**src/sv/sllb_pkg.sv**
```systemverilog
package sllb_pkg;

    // configuration register indexes
    localparam logic [2:0] REG_ATTACK  = 3'd0;
    localparam logic [2:0] REG_RELEASE = 3'd1;
    localparam logic [2:0] REG_HOLD    = 3'd2;
    localparam logic [2:0] REG_DECAY   = 3'd3;
    localparam logic [2:0] REG_FLOOR   = 3'd4;
    localparam logic [2:0] REG_YELLOW  = 3'd5;
    localparam logic [2:0] REG_RED     = 3'd6;

    // zone codes
    localparam logic [1:0] ZONE_OFF    = 2'd0;
    localparam logic [1:0] ZONE_GREEN  = 2'd1;
    localparam logic [1:0] ZONE_YELLOW = 2'd2;
    localparam logic [1:0] ZONE_RED    = 2'd3;

    localparam logic [16:0] FULL_SCALE = 17'd32768;
    localparam logic [16:0] PEAK_SHOW  = 17'd327;
    localparam logic [16:0] ROUND_HALF = 17'd32768;

    localparam logic [15:0] RST_ATTACK  = 16'd39322;
    localparam logic [15:0] RST_RELEASE = 16'd9830;
    localparam logic [7:0]  RST_HOLD    = 8'd30;
    localparam logic [15:0] RST_DECAY   = 16'd62259;
    localparam logic [15:0] RST_FLOOR   = 16'd164;
    localparam logic [15:0] RST_YELLOW  = 16'd24576;
    localparam logic [15:0] RST_RED     = 16'd29491;

    typedef struct packed {
        logic [15:0] attack_coeff;
        logic [15:0] release_coeff;
        logic [7:0]  hold_ticks;
        logic [15:0] decay_factor;
        logic [15:0] peak_floor;
        logic [15:0] yellow_threshold;
        logic [15:0] red_threshold;
    } cfg_t;

    // pipeline advance strobes from the top level to the lanes
    typedef struct packed {
        logic accept;   // input transfer: update smoothed level
        logic adv2;     // stage 1 moves into the peak stage
    } lane_ctrl_t;

    // c is already clamped to 0..32768
    function automatic logic [1:0] zone_of(input logic [16:0] c, input cfg_t cfg);
        logic [1:0] z;
        if (c > {1'b0, cfg.red_threshold})
        begin
            z = ZONE_RED;
        end
        else if (c > {1'b0, cfg.yellow_threshold})
        begin
            z = ZONE_YELLOW;
        end
        else
        begin
            z = ZONE_GREEN;
        end
        return z;
    endfunction

endpackage

```
**src/sv/stereo_level_meter_ballistics.sv**
```systemverilog
// Stereo peak meter with attack/release smoothing and peak hold. One meter tick
// is accepted per clock cycle unless the input stalls. A tick passes three
// registers (smoothing stage, peak stage, output register) before its result
// can transfer. The cycle budget is set by the per-channel smoothing
// recurrence, one Q0.16 multiply and add per tick, and the peak recurrence, one
// decay multiply per tick, each in its own stage. Back pressure reaches
// s_tready combinationally from m_tready. Input stalls only when all three
// stages are full and the output is not taken. The left and right channels
// run in two identical lanes; the output stage forms zone codes and saturates
// levels to 16 bits. Registers are written through cfg_we/cfg_addr/cfg_data;
// the user must write them only while the block is idle, which it does not enforce.
module stereo_level_meter_ballistics #(
    parameter int LEVEL_BITS = 16,
    parameter int HOLD_BITS  = 8
) (
    input  logic        clk,
    input  logic        rst_n,
    input  logic        s_tvalid,
    output logic        s_tready,
    input  logic [31:0] s_tdata,   // left_in[15:0], right_in[31:16]
    output logic        m_tvalid,
    input  logic        m_tready,
    // smooth_left, smooth_right, hold_left, hold_right (16 each),
    // zone_left, zone_right, peak_zone_left, peak_zone_right (2 each)
    output logic [71:0] m_tdata,
    input  logic        cfg_we,
    input  logic [2:0]  cfg_addr,
    input  logic [15:0] cfg_data
);

    sllb_pkg::cfg_t       cfg_reg;
    sllb_pkg::lane_ctrl_t ctrl;
    logic                 v1_reg, v2_reg;
    logic                 take, en2, en1;
    logic [LEVEL_BITS-1:0] smooth_l, smooth_r, peak_l, peak_r;

    always_ff @(posedge clk or negedge rst_n)
    begin
        if (!rst_n)
        begin
            cfg_reg.attack_coeff     <= sllb_pkg::RST_ATTACK;
            cfg_reg.release_coeff    <= sllb_pkg::RST_RELEASE;
            cfg_reg.hold_ticks       <= sllb_pkg::RST_HOLD;
            cfg_reg.decay_factor     <= sllb_pkg::RST_DECAY;
            cfg_reg.peak_floor       <= sllb_pkg::RST_FLOOR;
            cfg_reg.yellow_threshold <= sllb_pkg::RST_YELLOW;
            cfg_reg.red_threshold    <= sllb_pkg::RST_RED;
        end
        else if (cfg_we)
        begin
            unique case (cfg_addr)
                sllb_pkg::REG_ATTACK:  cfg_reg.attack_coeff     <= cfg_data;
                sllb_pkg::REG_RELEASE: cfg_reg.release_coeff    <= cfg_data;
                sllb_pkg::REG_HOLD:    cfg_reg.hold_ticks       <= cfg_data[7:0];
                sllb_pkg::REG_DECAY:   cfg_reg.decay_factor     <= cfg_data;
                sllb_pkg::REG_FLOOR:   cfg_reg.peak_floor       <= cfg_data;
                sllb_pkg::REG_YELLOW:  cfg_reg.yellow_threshold <= cfg_data;
                sllb_pkg::REG_RED:     cfg_reg.red_threshold    <= cfg_data;
                default:               ;
            endcase
        end
    end

    // each stage advances when the one after it is empty or moving
    assign en2      = !v2_reg || take;
    assign en1      = !v1_reg || en2;
    assign s_tready = en1;

    assign ctrl.accept = s_tvalid && en1;
    assign ctrl.adv2   = v1_reg && en2;

    always_ff @(posedge clk or negedge rst_n)
    begin
        if (!rst_n)
        begin
            v1_reg <= 1'b0;
            v2_reg <= 1'b0;
        end
        else
        begin
            if (en1)
            begin
                v1_reg <= s_tvalid;
            end
            if (en2)
            begin
                v2_reg <= v1_reg;
            end
        end
    end

    sllb_lane #(
        .LEVEL_BITS (LEVEL_BITS),
        .HOLD_BITS  (HOLD_BITS)
    ) u_lane_l (
        .clk        (clk),
        .rst_n      (rst_n),
        .cfg        (cfg_reg),
        .ctrl       (ctrl),
        .level_in   (s_tdata[15:0]),
        .smooth_out (smooth_l),
        .peak_out   (peak_l)
    );

    sllb_lane #(
        .LEVEL_BITS (LEVEL_BITS),
        .HOLD_BITS  (HOLD_BITS)
    ) u_lane_r (
        .clk        (clk),
        .rst_n      (rst_n),
        .cfg        (cfg_reg),
        .ctrl       (ctrl),
        .level_in   (s_tdata[31:16]),
        .smooth_out (smooth_r),
        .peak_out   (peak_r)
    );

    sllb_merge #(
        .LEVEL_BITS (LEVEL_BITS)
    ) u_merge (
        .clk      (clk),
        .rst_n    (rst_n),
        .cfg      (cfg_reg),
        .in_valid (v2_reg),
        .take     (take),
        .smooth_l (smooth_l),
        .smooth_r (smooth_r),
        .peak_l   (peak_l),
        .peak_r   (peak_r),
        .m_tvalid (m_tvalid),
        .m_tready (m_tready),
        .m_tdata  (m_tdata)
    );

    a_accept_fills_stage1: assert property (@(posedge clk) disable iff (!rst_n)
        s_tvalid && s_tready |=> v1_reg)
        else $error("accepted tick did not enter the smoothing stage");

    a_stage1_holds: assert property (@(posedge clk) disable iff (!rst_n)
        v1_reg && !en2 |=> v1_reg)
        else $error("stalled smoothing stage lost its tick");

    a_ready_needs_room: assert property (@(posedge clk) disable iff (!rst_n)
        s_tready |-> !(v1_reg && v2_reg && m_tvalid && !m_tready))
        else $error("ready raised with a full, stalled pipeline");

    a_peak_moves_on_adv: assert property (@(posedge clk) disable iff (!rst_n)
        v2_reg && !take |=> v2_reg)
        else $error("stalled peak stage lost its tick");

endmodule

```
**src/sv/sllb_lane.sv**
```systemverilog
module sllb_lane #(
    parameter int LEVEL_BITS = 16,
    parameter int HOLD_BITS  = 8
) (
    input  logic                      clk,
    input  logic                      rst_n,
    input  sllb_pkg::cfg_t            cfg,
    input  sllb_pkg::lane_ctrl_t      ctrl,
    input  logic [15:0]               level_in,
    output logic [LEVEL_BITS-1:0]     smooth_out,
    output logic [LEVEL_BITS-1:0]     peak_out
);

    localparam int LB = LEVEL_BITS;
    localparam int IW = (LB > 16) ? LB : 16;
    localparam int HW = (HOLD_BITS > 8) ? HOLD_BITS : 8;

    logic [LB-1:0]        smoothed_reg, smoothed_next;
    logic [LB-1:0]        smooth2_reg;
    logic [LB-1:0]        peak_reg, peak_next;
    logic [HOLD_BITS-1:0] count_reg, count_next;

    logic [IW-1:0]        in_w, lmax_w;
    logic [LB-1:0]        target, gap, step;
    logic [15:0]          coeff;
    logic                 rising;
    logic [LB+15:0]       prod;
    logic [LB+16:0]       rnd;
    logic [LB+15:0]       decay_prod;
    logic [LB-1:0]        decayed;
    logic [IW-1:0]        decayed_w, floor_w;
    logic [HW-1:0]        hold_w, hmax_w;
    logic [HOLD_BITS-1:0] hold_load;

    // stage 1: smoothed level
    always_comb
    begin
        in_w   = IW'(level_in);
        lmax_w = IW'({LB{1'b1}});
        target = (in_w > lmax_w) ? LB'(lmax_w) : LB'(in_w);
        rising = target > smoothed_reg;
        gap    = rising ? (target - smoothed_reg) : (smoothed_reg - target);
        coeff  = rising ? cfg.attack_coeff : cfg.release_coeff;
        prod   = (LB+16)'(gap) * (LB+16)'(coeff);
        rnd    = {1'b0, prod} + (LB+17)'(sllb_pkg::ROUND_HALF);
        step   = rnd[LB+15:16];
        smoothed_next = rising ? (smoothed_reg + step) : (smoothed_reg - step);
    end

    // stage 2: peak hold and decay on the stage-1 level
    always_comb
    begin
        decay_prod = (LB+16)'(peak_reg) * (LB+16)'(cfg.decay_factor);
        decayed    = decay_prod[LB+15:16];
        decayed_w  = IW'(decayed);
        floor_w    = IW'(cfg.peak_floor);
        hold_w     = HW'(cfg.hold_ticks);
        hmax_w     = HW'({HOLD_BITS{1'b1}});
        hold_load  = (hold_w > hmax_w) ? HOLD_BITS'(hmax_w) : HOLD_BITS'(hold_w);
        peak_next  = peak_reg;
        count_next = count_reg;
        priority if (smoothed_reg >= peak_reg)
        begin
            peak_next  = smoothed_reg;
            count_next = hold_load;
        end
        else if (count_reg != '0)
        begin
            count_next = count_reg - 1'b1;
        end
        else
        begin
            peak_next = (decayed_w < floor_w) ? '0 : decayed;
        end
    end

    always_ff @(posedge clk or negedge rst_n)
    begin
        if (!rst_n)
        begin
            smoothed_reg <= '0;
            peak_reg     <= '0;
            count_reg    <= '0;
        end
        else
        begin
            if (ctrl.accept)
            begin
                smoothed_reg <= smoothed_next;
            end
            if (ctrl.adv2)
            begin
                peak_reg  <= peak_next;
                count_reg <= count_next;
            end
        end
    end

    always_ff @(posedge clk)
    begin
        if (ctrl.adv2)
        begin
            smooth2_reg <= smoothed_reg;
        end
    end

    assign smooth_out = smooth2_reg;
    assign peak_out   = peak_reg;

endmodule

```
**src/sv/sllb_merge.sv**
```systemverilog
module sllb_merge #(
    parameter int LEVEL_BITS = 16
) (
    input  logic                  clk,
    input  logic                  rst_n,
    input  sllb_pkg::cfg_t        cfg,
    input  logic                  in_valid,
    output logic                  take,
    input  logic [LEVEL_BITS-1:0] smooth_l,
    input  logic [LEVEL_BITS-1:0] smooth_r,
    input  logic [LEVEL_BITS-1:0] peak_l,
    input  logic [LEVEL_BITS-1:0] peak_r,
    output logic                  m_tvalid,
    input  logic                  m_tready,
    output logic [71:0]           m_tdata
);

    localparam int WW = (LEVEL_BITS > 17) ? LEVEL_BITS : 17;

    logic        m_tvalid_reg;
    logic [71:0] m_tdata_reg, m_tdata_next;

    function automatic logic [16:0] clamp_unit(input logic [LEVEL_BITS-1:0] v);
        logic [WW-1:0] w;
        w = WW'(v);
        return (w > WW'(sllb_pkg::FULL_SCALE)) ? sllb_pkg::FULL_SCALE : w[16:0];
    endfunction

    function automatic logic [15:0] sat16(input logic [LEVEL_BITS-1:0] v);
        logic [WW-1:0] w;
        w = WW'(v);
        return (w > WW'(17'hFFFF)) ? 16'hFFFF : w[15:0];
    endfunction

    function automatic logic [1:0] bar_zone(input logic [16:0] c, input sllb_pkg::cfg_t k);
        return (c == '0) ? sllb_pkg::ZONE_OFF : sllb_pkg::zone_of(c, k);
    endfunction

    function automatic logic [1:0] mark_zone(input logic [16:0] c, input sllb_pkg::cfg_t k);
        return (c <= sllb_pkg::PEAK_SHOW) ? sllb_pkg::ZONE_OFF : sllb_pkg::zone_of(c, k);
    endfunction

    always_comb
    begin
        m_tdata_next = {
            mark_zone(clamp_unit(peak_r), cfg),
            mark_zone(clamp_unit(peak_l), cfg),
            bar_zone(clamp_unit(smooth_r), cfg),
            bar_zone(clamp_unit(smooth_l), cfg),
            sat16(peak_r),
            sat16(peak_l),
            sat16(smooth_r),
            sat16(smooth_l)
        };
    end

    assign take = !m_tvalid_reg || m_tready;

    always_ff @(posedge clk or negedge rst_n)
    begin
        if (!rst_n)
        begin
            m_tvalid_reg <= 1'b0;
        end
        else if (take)
        begin
            m_tvalid_reg <= in_valid;
        end
    end

    always_ff @(posedge clk)
    begin
        if (take && in_valid)
        begin
            m_tdata_reg <= m_tdata_next;
        end
    end

    assign m_tvalid = m_tvalid_reg;
    assign m_tdata  = m_tdata_reg;

endmodule

```
**config.mk**
```make
export PLATFORM = sky130hd
export DESIGN_NAME = stereo_level_meter_ballistics
export DESIGN_NICKNAME = d
export VERILOG_FILES = /design/src/sv/sllb_pkg.sv /design/src/sv/stereo_level_meter_ballistics.sv /design/src/sv/sllb_lane.sv /design/src/sv/sllb_merge.sv
export SDC_FILE = /design/constraint.sdc
export NUM_CORES = 2
export LEC_CHECK = 0
export ABC_AREA = 1
export BUFFER_PORTS_ARGS = -buffer_cell sky130_fd_sc_hd__buf_4
export CORE_ASPECT_RATIO = 1.1
export CORE_UTILIZATION = 45
export DETAILED_ROUTE_END_ITERATION = 6
export GPL_TIMING_DRIVEN = 0
export PLACE_DENSITY_LB_ADDON = 0.05
export SYNTH_ARGS = -nofsm -noshare
export SYNTH_HDL_FRONTEND = slang
export SYNTH_HIERARCHICAL = 1
export SYNTH_SLANG_ARGS = --single-unit
```
**constraint.sdc**
```tcl
create_clock -name clk -period 10.67 [get_ports clk]
set_input_delay 0.5335 -clock clk [delete_from_list [all_inputs] [get_ports clk]]
set_output_delay 0.5335 -clock clk [all_outputs]
set_load 0.005 [all_outputs]
```
==> out/results.txt <==
n_diodes = 0
status = complete, no violations
cell area after technology mapping = 56400 sq um
per-cell routed wire length = 19.7 um
Initial Utilization = 0.456
clock tree sinks = 291
number of pins exceeding their max-slew limit in the final report = 0
number of vias in the routed layout = 47885
Synth area leaders = sky130_fd_sc_hd__fa_1 28%, sky130_fd_sc_hd__ha_1 16%, sky130_fd_sc_hd__nand2_1 11%
length in cells of the worst reg-to-reg path = 52
Chip Width = 340 um
initial antenna violation count = 2
Die Y = 373 um
flip-flop count of the largest register, all copies and words added = 104
H-tree depth reported by CTS = 2
slew of the pin with the lowest slew margin = 1.03 ns
net count after synthesis = 8874
overflow left after global routing = 0
number of input and output port buffers inserted = 129
flip-flop and latch count after synthesis = 291
Clk pin slew, worst setup/hold paths = 0.07 ns
number of different library cells in the post-synthesis netlist = 70
Syn Inst Count = 7326
first-pass detailed-route iteration total = 6
Avg Inst Size Synth = 7.70 sq um
Ys Warns = 6
GRT Util Overall = 0.291
most frequent cell on the critical path = sky130_fd_sc_hd__nand2_1
share of the cycle needed by the critical path after routing = 0.956
worst-skew pair later-pin latency = 0.59 ns
global-route wire length before repair = 285 mm
half-perimeter wire length after placement = 151 mm
top_reg_cell synth = sky130_fd_sc_hd__dfrtp_1
startpoint of the lowest-slack hold path = s_tvalid
slowest cell on the critical path = sky130_fd_sc_hd__fa_2
Total Die Area = 127000 sq um
endpoint of the most critical register-to-register path = u_lane_l/smoothed_reg[13]
Setup-failing EPs final = 0
clock buffer depth = 3
register area share after synthesis = 0.139
Final Skew = 0.0383 ns
final worst hold slack = 0.160 ns
Min-Delay Path Depth = 3
Crit Path Max Fanout = 7
Routed Wire Length = 182 mm
number of DRC violations after detailed-routing iteration 0 = 3707
number of primary I/O pins = 130
Final GP Congestion = 0.934
Root Driver = sky130_fd_sc_hd__clkbuf_16
top library cells by usage in the layout, fill and taps aside = 1711 x sky130_fd_sc_hd__nand2_1, 1699 x sky130_fd_sc_hd__inv_1, 773 x sky130_fd_sc_hd__fa_1
critical path data required time = 11.12 ns
worst-case register-to-register setup slack = 0.47 ns
CTS Buf Count = 37
Synth top area share = 0.276
number of remaining DRC errors = 0
Via-to-Cell Ratio = 5.18
count of nets after finishing = 9121
number of antenna-violating nets in the routed design = 0
Max Clock Freq = 98.0 MHz
placeable core area = 124000 sq um
worst hold path type = in2reg
pin count of the biggest net entering global routing = 102
cell row count = 135
share of flip-flops with an asynchronous set or reset after synthesis = 0.643
cell taking the most area after synthesis = sky130_fd_sc_hd__fa_1
clock tree from TritonCTS = done
type of origin of the critical path = register
endpoint with the worst hold slack = v1_reg
critical path endpoint category = register
critical setup path kind = reg2reg
Max stage delay on crit path = 0.59 ns
layout overhead on the synthesized area = 11.6%
proportion of layout cells with a drive suffix above 1 = 0.0964
minimum period implied by the final worst setup slack = 10.20 ns
data arrival at the endpoint of the critical path = 10.66 ns
Post-synth EDFFs = 104
number of global-route vias before repair = 48483
launching point of the worst reg2reg path = u_lane_l/smoothed_reg[5]
worst-case headroom to the max-slew limit = 0.312
setup repair after global routing missed its margin = true
hold violation total from the final report = 0
max-capacitance violation count = 0
most common library cell in the layout ignoring fill and taps = sky130_fd_sc_hd__nand2_1
metrics by stage:
step / TNS, ns / cells / setup slack (ns) / area (sq um) / util
finish: 0 / 9246 / 0.465 / 62900 / 0.508
global placement: -32.35 / 9099 / -1.98 / 59400 / 0.480
CTS: 0 / 9218 / 0.00546 / 62000 / 0.501
detailed placement: -32.56 / 9105 / -1.96 / 59600 / 0.481
global route: -0.247 / 9246 / -0.0908 / 62900 / 0.508
floorplan: 0 / 7326 / 0.837 / 56400 / -
layer usage:
metal / track usage / vias up / part of all wire
li1: - / 22719 / -
met1: 0.421 / 23473 / 0.46
met2: 0.468 / 1475 / 0.45
met3: 0.0314 / 218 / 0.059
met4: 0.0669 / 0 / 0.026
met5: 0 / - / 0
cell type report:
cell class / count / area (sq um)
Timing Repair Buffer: 212 / 1770
Buffer: 220 / 1090
Fill cell: 12387 / 60900
Tap cell: 1644 / 2060
Multi-Input combinational cell: 5069 / 42300
Inverter: 1742 / 6600
Clock buffer: 48 / 988
Clock inverter: 20 / 224
Sequential cell: 291 / 7890
logic make-up after synthesis:
| group | after synthesis | share of synthesized area |
|---|---|---|
| xor gates and xnor gates | 144 | 0.0240 |
| adders and majority gates | 1492 | 0.434 |
| DFF | 291 | 0.139 |
| and+or+nand+nor | 2702 | 0.197 |
| muxes | 4 | 0.000710 |
| AOI/OAI and AO/OA | 727 | 0.0725 |
| buffers and inverters | 1966 | 0.132 |
synth_stat cells (16+ instances only):
master	count
sky130_fd_sc_hd__o21a_1	19
sky130_fd_sc_hd__nor3_1	36
sky130_fd_sc_hd__clkbuf_1	189
sky130_fd_sc_hd__nand3_1	199
sky130_fd_sc_hd__xor2_1	90
sky130_fd_sc_hd__edfxtp_1	104
sky130_fd_sc_hd__dfrtp_1	144
sky130_fd_sc_hd__nand4_1	41
sky130_fd_sc_hd__nand2_1	1726
sky130_fd_sc_hd__nor4_1	23
sky130_fd_sc_hd__o21ai_0	186
sky130_fd_sc_hd__a31oi_1	30
sky130_fd_sc_hd__inv_1	1707
sky130_fd_sc_hd__clkinv_1	23
sky130_fd_sc_hd__a211oi_1	16
sky130_fd_sc_hd__o211ai_1	17
sky130_fd_sc_hd__xnor2_1	43
sky130_fd_sc_hd__buf_2	20
sky130_fd_sc_hd__o21ai_1	17
sky130_fd_sc_hd__ha_1	714
sky130_fd_sc_hd__nand2_2	45
sky130_fd_sc_hd__nor2_1	565
sky130_fd_sc_hd__fa_1	778
sky130_fd_sc_hd__a21oi_1	357
sky130_fd_sc_hd__dfstp_2	43
worst max path at each step:
stage / startpoint / end / depth (start not counted)
4_1_cts: u_lane_r/smoothed_reg[0] / u_lane_r/smoothed_reg[14] / 53
6_report: u_lane_l/smoothed_reg[5] / u_lane_l/smoothed_reg[13] / 52
3_5_place_dp: u_lane_l/smoothed_reg[1] / u_lane_l/smoothed_reg[14] / 51
2_1_floorplan: s_tdata[0] / u_lane_l/smoothed_reg[14] / 53
5_1_grt: u_lane_l/smoothed_reg[5] / u_lane_l/smoothed_reg[14] / 54
3_3_place_gp: s_tdata[27] / u_lane_r/smoothed_reg[14] / 49
critical path, delay by kind of cell, from the launching register on:
family	cells	cell delay, ns
buffers and inverters	10	1.02
xor gates and xnor gates	4	0.83
and+or+nand+nor	20	2.05
adders and majority gates	10	4.37
DFF	1	0.53
AOI/OAI and AO/OA	8	1.22
timing repair:
| action | CTS | global route |
|---|---|---|
| buffers inserted | 47 | 29 |
| endpoints found under the setup margin | 30 | 14 |
| hold buffers | 1 | 0 |
| resized for setup | 238 | 184 |
| pin swaps | 15 | 25 |
| endpoints found under the hold margin | 12 | 0 |
Power is not shown: default switching activity piles up to over one toggle a cycle in this logic, so the estimate is an artifact.
